===== src/hdl/dsu_pkg.sv =====
// Shared types and constants for the page-string to UTF-8 transcoder.
// No dependencies; every module of the block imports this package.
package dsu_pkg;

   localparam int MAX_PAGE_BYTES_DEF = 65536;
   localparam int CMDQ_DEPTH_DEF     = 4;

   localparam logic [15:0] CAP_RESET      = 16'd256;
   localparam logic [7:0]  KIND_LONG_ASCII = 8'h40;
   localparam logic [7:0]  KIND_UTF16      = 8'h90;
   localparam logic [7:0]  UTF8_LEAD2      = 8'hc0;
   localparam logic [7:0]  UTF8_LEAD3      = 8'he0;
   localparam logic [7:0]  UTF8_CONT       = 8'h80;
   localparam logic [15:0] LONG_HDR_BYTES  = 16'd4;

   typedef enum logic [1:0] {
      STATUS_OK       = 2'd0,
      STATUS_BAD_HDR  = 2'd1,
      STATUS_OFF_PAGE = 2'd2
   } status_type;

   typedef enum logic [2:0] {
      PH_IDLE   = 3'b001,
      PH_HEADER = 3'b010,
      PH_BODY   = 3'b100
   } phase_type;

   typedef struct packed {
      logic [7:0]  in_byte;
      logic        first;
      logic [16:0] page_avail;
   } req_type;

   typedef struct packed {
      logic [7:0]  out_byte;
      logic        byte_valid;
      logic        done_res;
      logic [1:0]  status;
      logic [15:0] out_length;
   } rsp_type;

   // one decoded item: up to three bytes, then an optional done beat
   typedef struct packed {
      logic [1:0]  nbytes;
      logic [7:0]  byte0;
      logic [7:0]  byte1;
      logic [7:0]  byte2;
      logic        done;
      status_type  status;
      logic [15:0] length;
   } cmd_type;

endpackage


===== src/hdl/dsu_front.sv =====
// Front end: accepts record bytes, walks the header/body state and
// decides the UTF-8 bytes and done beat of each item. Uses dsu_pkg.
module dsu_front import dsu_pkg::*; #(
   parameter int MAX_PAGE_BYTES = MAX_PAGE_BYTES_DEF
) (
   input  logic        clock,
   input  logic        reset,
   input  logic        accept,
   input  req_type     req,
   input  logic [15:0] capacity,
   output logic        cmd_push,
   output cmd_type     cmd
);

   localparam int PAGE_W = $clog2(MAX_PAGE_BYTES + 1);
   localparam logic [16:0] MAX_PAGE = 17'(MAX_PAGE_BYTES);

   phase_type          phase_ff, phase_in;
   logic               utf16_ff, utf16_in;
   logic [1:0]         hcount_ff, hcount_in;
   logic [15:0]        body_ff, body_in;
   logic [7:0]         low_ff, low_in;
   logic               half_ff, half_in;
   logic [15:0]        emit_ff, emit_in;
   logic [PAGE_W-1:0]  page_ff, page_in;

   logic [16:0] sat;
   logic [6:0]  total;
   logic [15:0] bl;
   logic [15:0] cp;
   logic [1:0]  need;
   logic        done_flag;
   status_type  done_st;

   function automatic logic finished(input logic [15:0] emitted, input logic is16,
                                     input logic [15:0] left, input logic [15:0] cap);
      logic full_out;
      full_out = ({1'b0, emitted} + 17'd1) >= {1'b0, cap};
      return full_out || (is16 ? (left < 16'd2) : (left == 16'd0));
   endfunction

   always_comb begin
      phase_in  = phase_ff;
      utf16_in  = utf16_ff;
      hcount_in = hcount_ff;
      body_in   = body_ff;
      low_in    = low_ff;
      half_in   = half_ff;
      emit_in   = emit_ff;
      page_in   = page_ff;
      done_flag = 1'b0;
      done_st   = STATUS_OK;
      cmd       = '0;
      sat   = (req.page_avail > MAX_PAGE) ? MAX_PAGE : req.page_avail;
      total = req.in_byte[7:1];
      bl    = body_ff - {15'd0, (body_ff != 16'd0)};
      cp    = {req.in_byte, low_ff};
      need  = (cp < 16'h0080) ? 2'd1 : ((cp < 16'h0800) ? 2'd2 : 2'd3);
      if (accept) begin
         if (req.first) begin
            page_in   = PAGE_W'(sat);
            emit_in   = '0;
            hcount_in = '0;
            body_in   = '0;
            half_in   = 1'b0;
            low_in    = '0;
            phase_in  = PH_IDLE;
            if (capacity == 16'd0) begin
               done_flag = 1'b1;
               done_st   = STATUS_BAD_HDR;
            end else if (sat == 17'd0) begin
               done_flag = 1'b1;
               done_st   = STATUS_OFF_PAGE;
            end else if (req.in_byte == KIND_LONG_ASCII || req.in_byte == KIND_UTF16) begin
               utf16_in = (req.in_byte == KIND_UTF16);
               if (sat < 17'd4) begin
                  done_flag = 1'b1;
                  done_st   = STATUS_OFF_PAGE;
               end else begin
                  phase_in = PH_HEADER;
               end
            end else begin
               utf16_in = 1'b0;
               if (total == 7'd0) begin
                  done_flag = 1'b1;
                  done_st   = STATUS_BAD_HDR;
               end else if (17'(total) > sat) begin
                  done_flag = 1'b1;
                  done_st   = STATUS_OFF_PAGE;
               end else begin
                  body_in  = 16'(total) - 16'd1;
                  phase_in = PH_BODY;
                  if (finished(16'd0, 1'b0, 16'(total) - 16'd1, capacity)) begin
                     done_flag = 1'b1;
                  end
               end
            end
         end else if (phase_ff == PH_HEADER) begin
            case (hcount_ff)
               2'd0: begin
                  body_in   = {8'd0, req.in_byte};
                  hcount_in = 2'd1;
               end
               2'd1: begin
                  body_in   = {req.in_byte, body_ff[7:0]};
                  hcount_in = 2'd2;
               end
               default: begin
                  hcount_in = 2'd0;
                  if (body_ff < LONG_HDR_BYTES) begin
                     done_flag = 1'b1;
                     done_st   = STATUS_BAD_HDR;
                  end else if (17'(body_ff) > 17'(page_ff)) begin
                     done_flag = 1'b1;
                     done_st   = STATUS_OFF_PAGE;
                  end else begin
                     body_in  = body_ff - LONG_HDR_BYTES;
                     phase_in = PH_BODY;
                     if (finished(16'd0, utf16_ff, body_ff - LONG_HDR_BYTES, capacity)) begin
                        done_flag = 1'b1;
                     end
                  end
               end
            endcase
         end else if (phase_ff == PH_BODY) begin
            body_in = bl;
            if (!utf16_ff) begin
               if (req.in_byte == 8'd0) begin
                  done_flag = 1'b1;
               end else begin
                  cmd.nbytes = 2'd1;
                  cmd.byte0  = req.in_byte;
                  emit_in    = emit_ff + 16'd1;
                  if (finished(emit_ff + 16'd1, 1'b0, bl, capacity)) begin
                     done_flag = 1'b1;
                  end
               end
            end else if (!half_ff) begin
               low_in  = req.in_byte;
               half_in = 1'b1;
            end else begin
               half_in = 1'b0;
               if (cp == 16'd0 ||
                   ({1'b0, emit_ff} + 17'(need)) >= {1'b0, capacity}) begin
                  done_flag = 1'b1;
               end else begin
                  cmd.nbytes = need;
                  emit_in    = emit_ff + 16'(need);
                  case (need)
                     2'd1: begin
                        cmd.byte0 = cp[7:0];
                     end
                     2'd2: begin
                        cmd.byte0 = UTF8_LEAD2 | {3'd0, cp[10:6]};
                        cmd.byte1 = UTF8_CONT | {2'd0, cp[5:0]};
                     end
                     default: begin
                        cmd.byte0 = UTF8_LEAD3 | {4'd0, cp[15:12]};
                        cmd.byte1 = UTF8_CONT | {2'd0, cp[11:6]};
                        cmd.byte2 = UTF8_CONT | {2'd0, cp[5:0]};
                     end
                  endcase
                  if (finished(emit_ff + 16'(need), 1'b1, bl, capacity)) begin
                     done_flag = 1'b1;
                  end
               end
            end
         end
      end
      if (done_flag) begin
         phase_in   = PH_IDLE;
         cmd.done   = 1'b1;
         cmd.status = done_st;
         cmd.length = (done_st == STATUS_OK) ? emit_in : 16'd0;
      end
      cmd_push = (cmd.nbytes != 2'd0) || done_flag;
   end

   always_ff @(posedge clock) begin
      if (reset) begin
         phase_ff  <= PH_IDLE;
         utf16_ff  <= 1'b0;
         hcount_ff <= '0;
         body_ff   <= '0;
         low_ff    <= '0;
         half_ff   <= 1'b0;
         emit_ff   <= '0;
         page_ff   <= '0;
      end else begin
         phase_ff  <= phase_in;
         utf16_ff  <= utf16_in;
         hcount_ff <= hcount_in;
         body_ff   <= body_in;
         low_ff    <= low_in;
         half_ff   <= half_in;
         emit_ff   <= emit_in;
         page_ff   <= page_in;
      end
   end

endmodule


===== src/hdl/dsu_cmdq.sv =====
// Short command queue between front and back end.
// Uses dsu_pkg for the command type.
module dsu_cmdq import dsu_pkg::*; #(
   parameter int DEPTH = CMDQ_DEPTH_DEF
) (
   input  logic    clock,
   input  logic    reset,
   input  logic    push,
   input  cmd_type push_data,
   input  logic    pop,
   output cmd_type pop_data,
   output logic    full,
   output logic    empty
);

   localparam int PTR_W = $clog2(DEPTH);
   localparam int CNT_W = $clog2(DEPTH + 1);
   localparam logic [PTR_W-1:0] LAST = PTR_W'(DEPTH - 1);

   cmd_type            entries_ff [DEPTH];
   logic [PTR_W-1:0]   wr_ff, rd_ff;
   logic [CNT_W-1:0]   count_ff;
   logic               do_push, do_pop;

   assign full     = (count_ff == CNT_W'(DEPTH));
   assign empty    = (count_ff == '0);
   assign do_push  = push && !full;
   assign do_pop   = pop && !empty;
   assign pop_data = entries_ff[rd_ff];

   always_ff @(posedge clock) begin
      if (do_push) begin
         entries_ff[wr_ff] <= push_data;
      end
   end

   always_ff @(posedge clock) begin
      if (reset) begin
         wr_ff    <= '0;
         rd_ff    <= '0;
         count_ff <= '0;
      end else begin
         if (do_push) begin
            wr_ff <= (wr_ff == LAST) ? '0 : wr_ff + PTR_W'(1);
         end
         if (do_pop) begin
            rd_ff <= (rd_ff == LAST) ? '0 : rd_ff + PTR_W'(1);
         end
         if (do_push && !do_pop) begin
            count_ff <= count_ff + CNT_W'(1);
         end else if (do_pop && !do_push) begin
            count_ff <= count_ff - CNT_W'(1);
         end
      end
   end

endmodule


===== src/hdl/dsu_back.sv =====
// Back end: expands each command into byte and done beats, one a cycle
// while the registered result stage can take one. Uses dsu_pkg.
module dsu_back import dsu_pkg::*; (
   input  logic    clock,
   input  logic    reset,
   input  logic    q_empty,
   input  cmd_type q_data,
   output logic    q_pop,
   output logic    rsp_empty,
   input  logic    rsp_pop,
   output rsp_type rsp_data
);

   cmd_type    cur_ff;
   logic       cur_valid_ff;
   logic [1:0] idx_ff;
   rsp_type    rsp_ff;
   logic       rsp_valid_ff;

   logic    load, emit, last;
   rsp_type beat;

   assign load  = !rsp_valid_ff || rsp_pop;
   assign emit  = cur_valid_ff && load;
   assign last  = cur_ff.done ? (idx_ff == cur_ff.nbytes) : (2'(idx_ff + 2'd1) == cur_ff.nbytes);
   assign q_pop = !q_empty && (!cur_valid_ff || (emit && last));

   always_comb begin
      beat = '0;
      if (idx_ff < cur_ff.nbytes) begin
         beat.byte_valid = 1'b1;
         case (idx_ff)
            2'd0:    beat.out_byte = cur_ff.byte0;
            2'd1:    beat.out_byte = cur_ff.byte1;
            default: beat.out_byte = cur_ff.byte2;
         endcase
      end else begin
         beat.done_res   = 1'b1;
         beat.status     = cur_ff.status;
         beat.out_length = cur_ff.length;
      end
   end

   always_ff @(posedge clock) begin
      if (q_pop) begin
         cur_ff <= q_data;
      end
      if (emit) begin
         rsp_ff <= beat;
      end
   end

   always_ff @(posedge clock) begin
      if (reset) begin
         cur_valid_ff <= 1'b0;
         idx_ff       <= '0;
         rsp_valid_ff <= 1'b0;
      end else begin
         if (q_pop) begin
            cur_valid_ff <= 1'b1;
            idx_ff       <= '0;
         end else if (emit && last) begin
            cur_valid_ff <= 1'b0;
         end else if (emit) begin
            idx_ff <= idx_ff + 2'd1;
         end
         if (load) begin
            rsp_valid_ff <= emit;
         end
      end
   end

   assign rsp_empty = !rsp_valid_ff;
   assign rsp_data  = rsp_ff;

endmodule


===== src/hdl/devicesql_string_to_utf8.sv =====
// Page-string record to UTF-8 transcoder, top level.
// Items pass the command queue, the back end's current command and the result
// register in order. Throughput: one item accepted per cycle while the command
// queue has room; the back end delivers one result beat per cycle while rsp_pop keeps up.
// Reset: synchronous; clears all control state and sets the capacity register to 256.
// Holds the capacity register; instantiates dsu_front, dsu_cmdq, dsu_back (dsu_pkg).
module devicesql_string_to_utf8 import dsu_pkg::*; #(
   parameter int MAX_PAGE_BYTES = MAX_PAGE_BYTES_DEF,
   parameter int CMDQ_DEPTH     = CMDQ_DEPTH_DEF
) (
   input  logic        clock,
   input  logic        reset,
   input  logic        req_push,
   output logic        req_full,
   input  req_type     req_data,
   output logic        rsp_empty,
   input  logic        rsp_pop,
   output rsp_type     rsp_data,
   input  logic        csr_valid,
   output logic        csr_ready,
   input  logic [15:0] csr_data
);

   logic [15:0] cap_ff;
   logic        accept;
   logic        cmd_push, q_full, q_empty, q_pop;
   cmd_type     cmd, q_data;

   assign csr_ready = 1'b1;
   assign req_full  = q_full;
   assign accept    = req_push && !q_full;

   always_ff @(posedge clock) begin
      if (reset) begin
         cap_ff <= CAP_RESET;
      end else if (csr_valid && csr_ready) begin
         cap_ff <= csr_data;
      end
   end

   dsu_front #(.MAX_PAGE_BYTES(MAX_PAGE_BYTES)) u_front (
      .clock    (clock),
      .reset    (reset),
      .accept   (accept),
      .req      (req_data),
      .capacity (cap_ff),
      .cmd_push (cmd_push),
      .cmd      (cmd)
   );

   dsu_cmdq #(.DEPTH(CMDQ_DEPTH)) u_cmdq (
      .clock     (clock),
      .reset     (reset),
      .push      (cmd_push),
      .push_data (cmd),
      .pop       (q_pop),
      .pop_data  (q_data),
      .full      (q_full),
      .empty     (q_empty)
   );

   dsu_back u_back (
      .clock     (clock),
      .reset     (reset),
      .q_empty   (q_empty),
      .q_data    (q_data),
      .q_pop     (q_pop),
      .rsp_empty (rsp_empty),
      .rsp_pop   (rsp_pop),
      .rsp_data  (rsp_data)
   );

`ifndef NO_ASSERTIONS
   a_no_push_when_full: assert property (@(posedge clock) disable iff (reset)
      cmd_push |-> !q_full)
      else $error("command pushed into full queue");

   a_error_len_zero: assert property (@(posedge clock) disable iff (reset)
      (!rsp_empty && rsp_data.done_res && rsp_data.status != STATUS_OK)
         |-> rsp_data.out_length == 16'd0)
      else $error("error done beat carries a length");

   a_beat_kind: assert property (@(posedge clock) disable iff (reset)
      !rsp_empty |-> (rsp_data.byte_valid != rsp_data.done_res))
      else $error("result beat is neither a byte nor a done");

   a_reset_empty: assert property (@(posedge clock)
      reset |=> rsp_empty)
      else $error("result pending right after reset");
`endif

endmodule

===== config.mk =====
export PLATFORM = sky130hd
export DESIGN_NAME = devicesql_string_to_utf8
export DESIGN_NICKNAME = d
export VERILOG_FILES = /design/src/hdl/dsu_pkg.sv /design/src/hdl/dsu_front.sv /design/src/hdl/dsu_cmdq.sv /design/src/hdl/dsu_back.sv /design/src/hdl/devicesql_string_to_utf8.sv
export SDC_FILE = /design/constraint.sdc
export NUM_CORES = 1
export LEC_CHECK = 0
export ABC_AREA = 1
export BUFFER_PORTS_ARGS = -buffer_cell sky130_fd_sc_hd__buf_2
export CAP_MARGIN = 30
export CORE_MARGIN = 5
export CORE_UTILIZATION = 64
export CTS_BUF_LIST = sky130_fd_sc_hd__clkbuf_4 sky130_fd_sc_hd__clkbuf_8
export CTS_CLUSTER_DIAMETER = 30
export DETAILED_ROUTE_END_ITERATION = 10
export PLACE_DENSITY = 0.82
export SLEW_MARGIN = 20
export SYNTH_ARGS = -nofsm -noshare
export SYNTH_HDL_FRONTEND = slang
export SYNTH_SLANG_ARGS = --single-unit

===== constraint.sdc =====
create_clock -name clock -period 9.5 [get_ports clock]
set_input_delay 0.475 -clock clock [delete_from_list [all_inputs] [get_ports clock]]
set_output_delay 0.475 -clock clock [all_outputs]
set_load 0.01 [all_outputs]

Word-level counts from Yosys, hierarchy flattened. Memory sizes are Yosys's and may differ from the RTL's. A register that Yosys moved wholly into a read port is not among the register bits. Index checks and enable logic that the tools add are counted. Widths: inputs -> output; s select.

Memories kept: 1. Flip-flop bits (word level): 119. Bits of input ports: 47. Memory bits (writable): 180.

Memories: u_cmdq.entries_ff (depth 4, bits a word 45, rd ports 1, clocked after memory_dff 1, wr ports 1, RTL line dsu_cmdq.sv:20) `cmd_type entries_ff [DEPTH];`.

Eq/ne operators: 23. Reduce and logical (&&, ||, !) cells: 56. Mux-type cells: 107. Bitwise logic cells: 3. Add/subtract/negate cells: 13. Magnitude comparators: 14.

Operators with widths (count): $mux 16 (20); $mux 26 (6); $logic_not 16->1 (5); $ge 17x16->1 (3); $mux 8 (6); $pmux 8 s2 (3); $mux 19 (2); $mux 2 (18); $mux 3 (12); $mux 1 (35); $add 16x1->17 const B (2); $lt 16x2->1 const B (2); $pmux 16 s2 (1); $add 16x2->17 (1); $gt 16x17->1 (1); $gt 17x17->1 const B (1); $gt 7x17->1 (1); $logic_not 17->1 (1); $lt 17x3->1 const B (1); $mux 17 (1); $add 16x1->16 const B (1); $add 16x2->16 (1); $ge 1x16->1 const A (1); $lt 16x12->1 const B (1); 39 further kinds (90).

Longest topological paths before layout.
Word-level depth: 21. Gate-level depth with buffers: 47. Mapped depth without buffers: 47.

Hierarchy. From an unflattened synthesis, not the netlist that was laid out.

Cells, all modules: 2227. Area, all modules: 19479.9 µm².

Modules (own cells, without submodules): dsu_front (area an instance 8672.1 µm², cells each 1428, times used 1, sequential area each 1281.2 µm²); dsu_cmdq (area an instance 7309.5 µm², cells each 506, times used 1, sequential area each 5585.4 µm²); dsu_back (area an instance 2811.4 µm², cells each 189, times used 1, sequential area each 2272.2 µm²); devicesql_string_to_utf8 (area an instance 686.9 µm², cells each 104, times used 1, sequential area each 320.3 µm²).

Worst setup path before layout. Ideal clock, no wire load.

Path type: input to register. Start point: input port req_data[24] in the netlist's numbering. End point: memory u_cmdq.entries_ff[1][0] in the netlist's numbering (enable). Arrival time: 7.533 ns. Library setup time: 0.506 ns. Required time: 8.994 ns. Stages: 34. Setup slack: 1.461 ns. Cells stage by stage: clkbuf_1 -> nor2_1 -> nand3_1 -> nor2_2 -> inv_2 -> nor2_2 -> inv_1 -> ha_1 -> inv_1 -> fa_1 -> inv_1 -> ha_1 -> nand2_1 -> nor2_1 -> nand3_1 -> nor3_1 -> inv_1 -> nor2_1 -> inv_1 -> nor2_1 -> xor2_1 -> ha_1 -> nand2_1 -> inv_1 -> nand4_1 -> nor3_1 -> nor3_1 -> nand2_1 -> nor2_1 -> nand3_1 -> nand3_1 -> nand2_2 -> nand2_4 -> a21boi_0.

Word-level cells in the longest chain between the ends: 19.

RTL lines: start: declaration (RTL line devicesql_string_to_utf8.sv:15) `input req_type req_data,`; $lt 16x12->1 (RTL line dsu_front.sv:58) `need = (cp < 16'h0080) ? 2'd1 : ((cp < 16'h0800) ? 2'd2 : 2'd3);`; $mux 1 (RTL line dsu_front.sv:58); $mux 2 (RTL line dsu_front.sv:58); $add 16x2->16 (RTL line dsu_front.sv:163) `if (finished(emit_ff + 16'(need), 1'b1, bl, capacity)) begin`; $add 16x1->17 (RTL line dsu_front.sv:38) `full_out = ({1'b0, emitted} + 17'd1) >= {1'b0, cap};`; $ge 17x16->1 (RTL line dsu_front.sv:38); $logic_or 1x1->1 (RTL line dsu_front.sv:39) `return full_out || (is16 ? (left < 16'd2) : (left == 16'd0));`; $mux 1 (RTL line dsu_front.sv:163); (+3 left out); $mux 1 (RTL line dsu_front.sv:125) `end else if (phase_ff == PH_BODY) begin`; $mux 1 (RTL line dsu_front.sv:98) `end else if (phase_ff == PH_HEADER) begin`; $mux 1 (RTL line dsu_front.sv:60) `if (req.first) begin`; $mux 1 (RTL line dsu_front.sv:59) `if (accept) begin`; $logic_or 1x1->1 * (RTL line dsu_front.sv:176) `cmd_push = (cmd.nbytes != 2'd0) || done_flag;`; $logic_and 1x1->1 * (RTL line dsu_cmdq.sv:27) `assign do_push = push && !full;`; $mux 1 * (RTL line dsu_cmdq.sv:32) `if (do_push) begin`; $mux 1 (not written as such) * (RTL line dsu_cmdq.sv:33) `entries_ff[wr_ff] <= push_data;`; end: declaration (RTL line dsu_cmdq.sv:20).

Mark *: on every way between the ends. The rest lies on a longest branch, timed or not.

Final worst setup path.
Start point: input port req_data[19] in the netlist's numbering. End point: register u_cmdq.count_ff[2].

Word-level cells in the longest chain between the ends: 20.

RTL lines: $lt 16x12->1 (RTL line dsu_front.sv:58); $mux 1 (RTL line dsu_front.sv:58); $mux 2 (RTL line dsu_front.sv:58); $add 16x2->16 (RTL line dsu_front.sv:163); $add 16x1->17 (RTL line dsu_front.sv:38); $ge 17x16->1 (RTL line dsu_front.sv:38); $logic_or 1x1->1 (RTL line dsu_front.sv:39); $mux 1 (RTL line dsu_front.sv:163); (+5 left out); $mux 1 (RTL line dsu_front.sv:60); $mux 1 (RTL line dsu_front.sv:59); $logic_or 1x1->1 * (RTL line dsu_front.sv:176); $logic_and 1x1->1 * (RTL line dsu_cmdq.sv:27); via u_cmdq.do_push (RTL line dsu_cmdq.sv:23) `logic do_push, do_pop;`; $logic_not 1->1 (RTL line dsu_cmdq.sv:51) `end else if (do_pop && !do_push) begin`; $logic_and 1x1->1 (RTL line dsu_cmdq.sv:51); $reduce_bool 2->1 (no line); end signal: assignment (RTL line dsu_cmdq.sv:50) `count_ff <= count_ff + CNT_W'(1);`; end signal: assignment (RTL line dsu_cmdq.sv:52) `count_ff <= count_ff - CNT_W'(1);`; end: declaration (RTL line dsu_cmdq.sv:22) `logic [CNT_W-1:0] count_ff;`.

The timed path passes the listed nets; every way through them passes the cells marked *. A chain may end at the register's enable or synchronous reset.

==> results.ini <==
[sta]
max_clock_freq_mhz=158
rsz0062_at_grt=false
worst_slew_pin_slew_ns=1.02
period_share_pct=66.7
max_slew_margin_pct=31.7
finalSetupViolCount=0
hold_viol=0
finalCriticalPeriod_ns=6.34
fin_worst_skew_ns=0.0279
tns_ns=0
slew_violations=0

[critical_path]
ff2ff_path_depth=34
worstSetupEndpointType=flip-flop
rr_endpoint=u_cmdq.count_ff[2]$_SDFFE_PP0P_
startpoint_type=input port
path_common_cell=nand2_1
critPathSlowestCell=nand3_2
crit_type=in2reg
arrival_ns=6.89
rrSetupSlack_ns=3.56
r2r-start=u_front.low_ff[7]$_SDFFE_PP0P_
crit_path_max_incr_delay_ns=0.58
crit_fanout=42
worst_ep_required_time_ns=10.05

[clock_tree]
clk_pin_slew_worst_paths_ns=0.06
cts_num_sinks=329
cts-htree-levels=2
cts_tree=yes
cts_setup_buffers=0
cts.repair.resized=0
cts_buffers=61
cts_max_path_buffers=3
cts_root_buf=clkbuf_8
hold_buffers=0
clk_latency_ns=0.63

[final_layout]
nNetsFinal=2358
final_cell_mix=nand2_1 (404), nor2_1 (265), inv_1 (242), edfxtp_1 (238), o21ai_0 (164)
drive_above_1_share_pct=12.5
n_fill_cell=2176
area_delta_synth_final_pct=11.5
antenna_cells=0
layout_commonest_cell=nand2_1

[global_route]
grt_overflow=0
grt_max_degree=88
grtUsageTotal_pct=29.4
met3_usage_pct=4.77
first_global_vias=14600
top_usage_layer=met2
met2_usage_pct=48.2
grt.met1_usage_pct=40.3
antenna_found_initial=0
grt_pass1_wl_mm=77.2

[placement]
routabilityCongestion=0.956
portBuffers=76
place_hpwl_mm=35.3

[synth]
syn-num-nets=2289
synth_seq_cells=329
synthArstFlopShare_pct=0
seq_area_frac_synth_pct=48.6
synthCells=2146
synth_flop_cell=edfxtp_1
yosys_warnings=0
synth_cell_type_count=59
synth_edf_count=238
avgSynthCellArea_um2=8.59
synth_area_um2=18400

[routing]
drt_iter0_drc=1658
routedWlPerCell_um=18.5
remaining_drc_errors=0
wl_mm=49.0
viasPerCell=5.87
dr.pass1.iters=6
vias=15600
ant_nets=0

[pwr]
swShare_pct=32.8
clock_power_share_pct=33.4
combinationalPowerShare_pct=25.6
power_density_nw_per_um2=229
p_switching_w=0.00154
totalPowerFinal_w=0.00471
pwr-share-seq_pct=41.0
ir_worst_vdd_mv=0.155
cellLeakagePower_nw=8.74
p_int_w=0.00316

[die]
placementRows=62
num_io_pins=78
die_height_um=180
dieArea_um2=32300
chipWidth_um=180
initial_core_util_pct=64.6
coreArea_um2=28500

[hold_path]
hp-class=in2reg
whs_endpoint=cap_ff[0]$_SDFFE_PP0P_
hold_path.startpoint=csr_data[0]
min_path_cells=3

[outcome]
outcome=complete, no violations

[flow_run]
drv_cap=0

through the flow:
stage          setup WS [ns]  instance area (µm²)  util, %  instances  hold WS [ns]
2_1_floorplan           1.46                18400        -       2146         0.436
3_3_place_gp            2.91                19100     66.8       2535         0.452
3_5_place_dp            2.71                19100     66.8       2535         0.460
4_1_cts                 3.30                20500     71.9       2650        0.0728
5_1_grt                 2.40                20600     72.0       2651         0.100
6_report                3.16                20600     72.0       2651        0.0801
synthesized netlist by cell type (5+ instances only):
cell       count  share of area, %
a211oi_1      14              0.57
a21oi_1      129               3.5
a221oi_1       7              0.33
a22oi_1        6              0.24
a31oi_1        9              0.31
buf_1          5              0.10
buf_2         10              0.27
buf_4          9              0.37
clkbuf_1      57               1.2
dfxtp_1       91               9.9
edfxtp_1     238                39
ha_1          94               6.4
inv_1        243               4.9
inv_2         11              0.22
nand2_1      404               8.2
nand2_2       14              0.47
nand3_1       81               2.2
nand4_1       33               1.1
nor2_1       267               5.4
nor2_2        23              0.78
nor2_4         9              0.55
nor3_1        29              0.79
o2111ai_1      5              0.24
o211ai_1      13              0.53
o21ai_0      164               4.5
o21ai_1        8              0.22
o221ai_1       6              0.28
o22ai_1       56               1.9
xnor2_1        6              0.28
xor2_1        41               1.9
sequential cells by signal, summed over array words and instances, names as in the netlist, 2 cells and up:
| signal | cells |
|---|---|
| u_cmdq.wr_ff | 2 |
| u_front.low_ff | 8 |
| u_front.phase_ff | 3 |
| u_front.body_ff | 16 |
| u_front.emit_ff | 16 |
| cap_ff | 16 |
| u_front.page_ff | 17 |
| u_back.rsp_data | 28 |
| u_front.hcount_ff | 2 |
| u_cmdq.entries_ff | 168 |
| u_cmdq.count_ff | 3 |
| u_back.cur_ff | 42 |
| u_back.idx_ff | 2 |
| u_cmdq.rd_ff | 2 |
cell type report:
type                    count  area, µm²  area share [%]
flip-flops and latches    329       8970            43.6
multi-input cells        1476       8180            39.8
clock buffers              81       1020            4.97
inverters                 256        961            4.67
repair buffers             91        505            2.46
well taps                 384        480            2.34
clock inverters            34        439            2.14
critical path: cells and delay by family:
kind	cells	cell delay, ns
adders and majority gates	5	1.46
AOI/OAI and AO/OA	4	0.77
and+or+nand+nor	21	2.88
xor gates and xnor gates	1	0.26
buffers and inverters	10	1.01
how the worst max path moves through the flow:
| stage | depth (start not counted) | start | end | slack (ns) |
|---|---|---|---|---|
| finish | 41 | req_data[19] | u_cmdq.count_ff[2]$_SDFFE_PP0P_ | 3.16 |
| global route | 41 | req_data[19] | u_cmdq.count_ff[2]$_SDFFE_PP0P_ | 2.40 |
| CTS | 41 | req_data[19] | u_cmdq.count_ff[2]$_SDFFE_PP0P_ | 3.30 |
| detailed placement | 41 | req_data[19] | u_cmdq.count_ff[2]$_SDFFE_PP0P_ | 2.71 |
| global placement | 41 | req_data[19] | u_cmdq.count_ff[2]$_SDFFE_PP0P_ | 2.91 |
| floorplan | 34 | req_data[24] | u_cmdq.entries_ff[1][0]$_DFFE_PP_ | 1.46 |
power groups by stage:
stage | combinational [W] | sequential [W] | clock, W
CTS | 0.00120 | 0.00193 | 0.00159
floorplan | 0.000805 | 0.00197 | 0
detailed placement | 0.00119 | 0.00196 | 0
global route | 0.00135 | 0.00195 | 0.00166
finish | 0.00120 | 0.00193 | 0.00157
global placement | 0.00115 | 0.00195 | 0
cells by family after synthesis:
kind of cell	synth area share (%)
AND/OR/NAND/NOR	20.9
AO/OA/AOI/OAI	13.7
buffers and inverters	7.29
flip-flops	48.6
adder cells (fa/ha/maj)	6.59
XOR/XNOR	2.86
other	0.0203
layer usage:
metal,wire length [µm],vias to the layer above
met5,0,-
met4,1640,0
met3,4340,110
met2,22600,781
met1,20400,7217
li1,-,7449
Note: power is estimated with default switching activity, not from simulation.
